File: src/rtl/slik_pkg.sv
// ----------------------------------------------------------------------------
// Stewart leg length package
// Shared widths, anchor coordinates, register codes and the control bundle
// that the back end hands to its leg lanes.
// ----------------------------------------------------------------------------
package slik_pkg;

  // Default number of fraction bits of the rotation arithmetic.
  localparam int ROT_FRAC_BITS_DEF = 16;

  // Field widths.
  localparam int TRIG_W   = 15;
  localparam int TRANS_W  = 25;
  localparam int HOME_W   = 12;
  localparam int LEG_W    = 20;
  localparam int NUM_LEGS = 6;
  localparam int ANCHOR_W = 25;

  // Internal widths: leg vector component, sum of squares, root.
  localparam int LEN_W  = 30;
  localparam int SQ_W   = 60;
  localparam int ROOT_W = 30;
  localparam int HOFF_W = 26;

  // Square root retires two result bits a cycle.
  localparam int ROOT_STEPS = SQ_W / 4;

  localparam logic [LEG_W-1:0]  LEG_MAX    = 20'd600000;
  localparam logic [HOME_W-1:0] HOME_RESET = 12'd1600;
  localparam int                SCALE      = 10000;

  // Items that may wait between the front and the back end.
  localparam int QUEUE_DEPTH = 8;

  // Anchor coordinates in units of 0.0001 mm.
  localparam logic signed [ANCHOR_W-1:0] PLAT_X [NUM_LEGS] = '{
    25'sd4914635, 25'sd4914635, 25'sd3009379,
    -25'sd7924014, -25'sd7924014, 25'sd3009379};
  localparam logic signed [ANCHOR_W-1:0] PLAT_Y [NUM_LEGS] = '{
    -25'sd6312398, 25'sd6312398, 25'sd7412398,
    25'sd1100000, -25'sd1100000, -25'sd7412398};
  localparam logic signed [ANCHOR_W-1:0] BASE_X [NUM_LEGS] = '{
    25'sd9901515, 25'sd9901515, -25'sd3738322,
    -25'sd6163193, -25'sd6163193, -25'sd3738322};
  localparam logic signed [ANCHOR_W-1:0] BASE_Y [NUM_LEGS] = '{
    -25'sd1400000, 25'sd1400000, 25'sd9274964,
    25'sd7874964, -25'sd7874964, -25'sd9274964};

  // Configuration register index.
  typedef enum logic [0:0] {
    REG_HOME_HEIGHT = 1'b0
  } reg_idx_e;

  // Step strobes from the back-end sequencer to every lane.
  typedef struct packed {
    logic            mul;
    logic            sum;
    logic            sqr;
    logic            acc;
    logic            root;
    logic            scale;
    logic            div;
    logic [SQ_W-1:0] root_bit;
  } lane_ctrl_t;

endpackage

File: src/rtl/slik_queue.sv
// ----------------------------------------------------------------------------
// Stewart leg length item queue
// A small first-in first-out store of poses between the front and the back
// end.
// ----------------------------------------------------------------------------
module slik_queue #(
  parameter int WIDTH = 1
) (
  input  logic                                   clk_i,
  input  logic                                   rst_ni,
  input  logic                                   push_i,
  input  logic [WIDTH-1:0]                       data_i,
  input  logic                                   pop_i,
  output logic [WIDTH-1:0]                       data_o,
  output logic                                   empty_o,
  output logic [$clog2(slik_pkg::QUEUE_DEPTH+1)-1:0] count_o
);
  import slik_pkg::*;

  localparam int PTR_W = $clog2(QUEUE_DEPTH);
  localparam int CNT_W = $clog2(QUEUE_DEPTH + 1);

  logic [WIDTH-1:0] mem_q [QUEUE_DEPTH];
  logic [PTR_W-1:0] wr_q, rd_q;
  logic [CNT_W-1:0] cnt_q;

  // Storage.
  always_ff @(posedge clk_i) begin
    if (push_i) begin
      mem_q[wr_q] <= data_i;
    end
  end

  // Pointers and fill level.
  always_ff @(posedge clk_i or negedge rst_ni) begin
    if (!rst_ni) begin
      wr_q  <= '0;
      rd_q  <= '0;
      cnt_q <= '0;
    end else begin
      if (push_i) begin
        wr_q <= (wr_q == PTR_W'(QUEUE_DEPTH - 1)) ? '0 : wr_q + 1'b1;
      end
      if (pop_i) begin
        rd_q <= (rd_q == PTR_W'(QUEUE_DEPTH - 1)) ? '0 : rd_q + 1'b1;
      end
      if (push_i && !pop_i) begin
        cnt_q <= cnt_q + 1'b1;
      end else if (!push_i && pop_i) begin
        cnt_q <= cnt_q - 1'b1;
      end
    end
  end

  assign data_o  = mem_q[rd_q];
  assign empty_o = (cnt_q == '0);
  assign count_o = cnt_q;

  // The busy logic must keep the queue from overflowing.
  a_no_overflow: assert property (@(posedge clk_i) disable iff (!rst_ni)
    push_i |-> (cnt_q < CNT_W'(QUEUE_DEPTH)) || pop_i)
    else $error("item pushed into a full queue");

  a_no_underflow: assert property (@(posedge clk_i) disable iff (!rst_ni)
    pop_i |-> cnt_q != '0)
    else $error("item popped from an empty queue");

endmodule

File: config.mk
export PLATFORM = sky130hd
export DESIGN_NAME = slik_queue
export DESIGN_NICKNAME = d
export VERILOG_FILES = /design/src/rtl/slik_pkg.sv /design/src/rtl/slik_queue.sv
export SDC_FILE = /design/constraint.sdc
export NUM_CORES = 1
export LEC_CHECK = 0
export CORE_MARGIN = 4
export CORE_UTILIZATION = 34
export CTS_CLUSTER_DIAMETER = 60
export DETAILED_ROUTE_END_ITERATION = 16
export DONT_BUFFER_PORTS = 1
export PLACE_DENSITY = 0.56
export RECOVER_POWER = 25
export SLEW_MARGIN = 0
export SYNTH_ARGS = -nofsm -noshare
export SYNTH_HDL_FRONTEND = slang
export SYNTH_SLANG_ARGS = --single-unit
export TNS_END_PERCENT = 100
File: constraint.sdc
create_clock -name clk_i -period 1.9 [get_ports clk_i]
set_input_delay 0.19 -clock clk_i [delete_from_list [all_inputs] [get_ports clk_i]]
set_output_delay 0.19 -clock clk_i [all_outputs]
set_load 0.01 [all_outputs]
==> flow_summary.json <==
{
  "synthDistinctLibCells": 24,
  "drc": 0,
  "hold_viol": 0,
  "fin_cells": 111,
  "cts_sinks": 18,
  "vias_per_cell": 5.207,
  "power_density_nw_per_um2": 1407,
  "r2r_slack_ns": 0.27,
  "start_util_pct": 36.65,
  "crit_start": "rd_q[0]",
  "dp_cells": 104,
  "fin_crit_sh_pct": 95.37,
  "r2r-end": "count_o[3]",
  "htree_levels": 1,
  "syn_area_sq_um": 940.9,
  "die_area_sq_um": 3673,
  "chipHeight_microns": 60.61,
  "slowest_stage": "mux4_1",
  "status": "finished, final reports clean",
  "io_buffers": 0,
  "drv_cap": 0,
  "startpoint_type": "register",
  "grt_setup_unrepaired": "no",
  "arrival_ns": 1.62,
  "hp-start": "pop_i",
  "vias": 578,
  "cts_buffers": 3,
  "cts-resized-gates": 0,
  "post-synth-top-count-cell": "dfrtp_1",
  "die_w_microns": 60.61,
  "dpl.hpwl_mm": 1.120,
  "fin_nets": 95,
  "postPlaceCellArea_sq_um": 974.7,
  "drt-pass1-iter-count": 3,
  "n_antenna_cell": 0,
  "synth.area.top_cells": "dfrtp_1 (27%), edfxtp_1 (26%), ha_1 (9.3%)",
  "place_congestion": 0.7179,
  "drive_gt1_share_pct": 11.11,
  "setup_slack_ns": 0.08804,
  "final_area_sq_um": 1031,
  "place_ws_ns": 0.1239,
  "wirelength_mm": 1.504,
  "async_reset_ff_share_pct": 55.56,
  "grt_max_degree": 11,
  "leakage_nw": 0.4013,
  "crit_path_end": "data_o",
  "p_sw_mw": 0.5407,
  "p_sw_share_pct": 37.27,
  "ant_nets": 0,
  "grt_overflow": 0,
  "cts_tree": "yes",
  "grt_use_total_pct": 10.02,
  "max_freq_ghz": 0.5519,
  "rows": 18,
  "synthTopCellsByCount": "dfrtp_1 (10), edfxtp_1 (8), nor2_1 (8)",
  "r2r.worst_path.cells": 4,
  "syn_inst": 75,
  "p_clk_share_pct": 13.2,
  "yosysWarnings": 0,
  "pwr-share-comb_pct": 36.8,
  "setup_viol": 0,
  "end_kind": "output port",
  "drt_iter0_drc": 3,
  "holdCritPathClass": "input pin to register",
  "fin_worst_skew_ns": 0.002263,
  "slew_headroom_pct": 65.76,
  "critPathMaxStageDelay_ns": 0.57,
  "grt_pass1_vias": 634,
  "critPathKind": "register to output port",
  "cp_data_required_time_ns": 1.71,
  "synth_seq_cells": 18,
  "intPower_mw": 0.9100,
  "clk_pin_slew_ns": 0.10,
  "fin_tns_setup_ns": 0,
  "regToRegStartpoint": "count_o[2]",
  "path_max_fanout": 5,
  "synth_top_area_cell": "dfrtp_1",
  "root_buffer": "clkbuf_4",
  "area_growth_pct": 9.575,
  "drv_slew": 0,
  "syn_nets": 88,
  "avgRoutedWirePerCell_microns": 13.55,
  "power.sequential.fraction_pct": 50.1,
  "grt_pass1_wl_mm": 2.766,
  "avgSynthCellArea_sq_um": 12.55,
  "synth_edf_count": 8,
  "yosysTopAreaCellShare_pct": 26.60,
  "pin_count": 11,
  "coreArea_sq_um": 2567,
  "vdd_drop_max_v": 0.0005748,
  "antenna_found_initial": 0,
  "tightest_slew_ns": 0.5118,
  "clockBufferDepth": 2,
  "worstPathCellList": "mux4_1 -> mux2_2",
  "synth_top_flop_cell": "dfrtp_1",
  "synth-seq-area-share_pct": 52.13,
  "hold_ws_ns": 0.02836,
  "min_period_ns": 1.812,
  "clock_latency_ns": 0.29
}
[metrics by stage]
step | total power, mW | utilization [%]
final | 1.451 | 40.16
after global placement | 1.263 | 37.96
after floorplan | 1.145 | -
after CTS | 1.485 | 40.16
after detailed placement | 1.269 | 37.96
after global routing | 1.602 | 40.16
[flip-flops by register name, summed over array words and instances, names as in the netlist]
| register | cells |
|---|---|
| mem_q | 8 |
| rd_q | 3 |
| wr_q | 3 |
| count_o | 4 |
[cells in the final DEF, fill, tap and decap left out, drive strengths merged, types with 3 or more instances in the layout]
master       netlist  layout
clkbuf             1       3
dfrtp             10      10
dlygate4sd3        0       3
edfxtp             8       8
ha                 7       7
inv                3       3
mux2               6       6
nand2              6       6
nor2               8       8
nor3               3       3
[kinds of logic after synthesis]
family          count (synthesis)  share of synthesized area (%)
simple gates                   26                          13.30
flops                          18                          52.13
mux                             9                          13.83
compound gates                  8                          5.851
fa+ha+maj                       8                          11.44
buf+inv                         4                          1.595
xor+xnor                        2                          1.862
[repair_timing]
item / in CTS / in global routing
buffers inserted: 0 / 0
hold endpoints to repair: 19 / 0
hold buffers: 3 / 0
[how the worst min path moves through the flow]
stage	depth (start not counted)	to	slack, ns
floorplan	0	count_o[0]	-0.11
global placement	0	rd_q[2]	-0.11
detailed placement	0	rd_q[2]	-0.11
CTS	2	rd_q[1]	0.02
global route	1	wr_q[0]	0.03
finish	2	rd_q[1]	0.03
[metal layers]
metal | wire length, microns | track usage, % | vias to the layer above
met5 | 0 | 0 | -
met1 | 722 | 12.85 | 277
li1 | - | - | 296
met2 | 718 | 16.03 | 5
met4 | 0 | 2.786 | 0
met3 | 64 | 3.617 | 0
[final cells by class]
cell class / count / area, sq um
Timing Repair Buffer: 3 / 30.03
Clock buffer: 3 / 22.52
Tap cell: 30 / 37.54
Clock inverter: 1 / 3.754
Multi-Input combinational cell: 53 / 435.4
Fill cell: 267 / 1536
Inverter: 3 / 11.26
Sequential cell: 18 / 490.5
[critical path: cells and delay by family, from the launching register on]
family | cells | cell delay [ns]
DFF | 1 | 0.45
muxes | 2 | 0.88
[power by group through the flow]
stage | logic [mW] | registers, mW | clock network (mW)
after floorplan | 0.451 | 0.694 | 0
after global placement | 0.520 | 0.743 | 0
after detailed placement | 0.526 | 0.743 | 0
after CTS | 0.547 | 0.732 | 0.206
after global routing | 0.629 | 0.751 | 0.222
final | 0.533 | 0.726 | 0.191
Note: power is estimated with default switching activity, not from simulation.
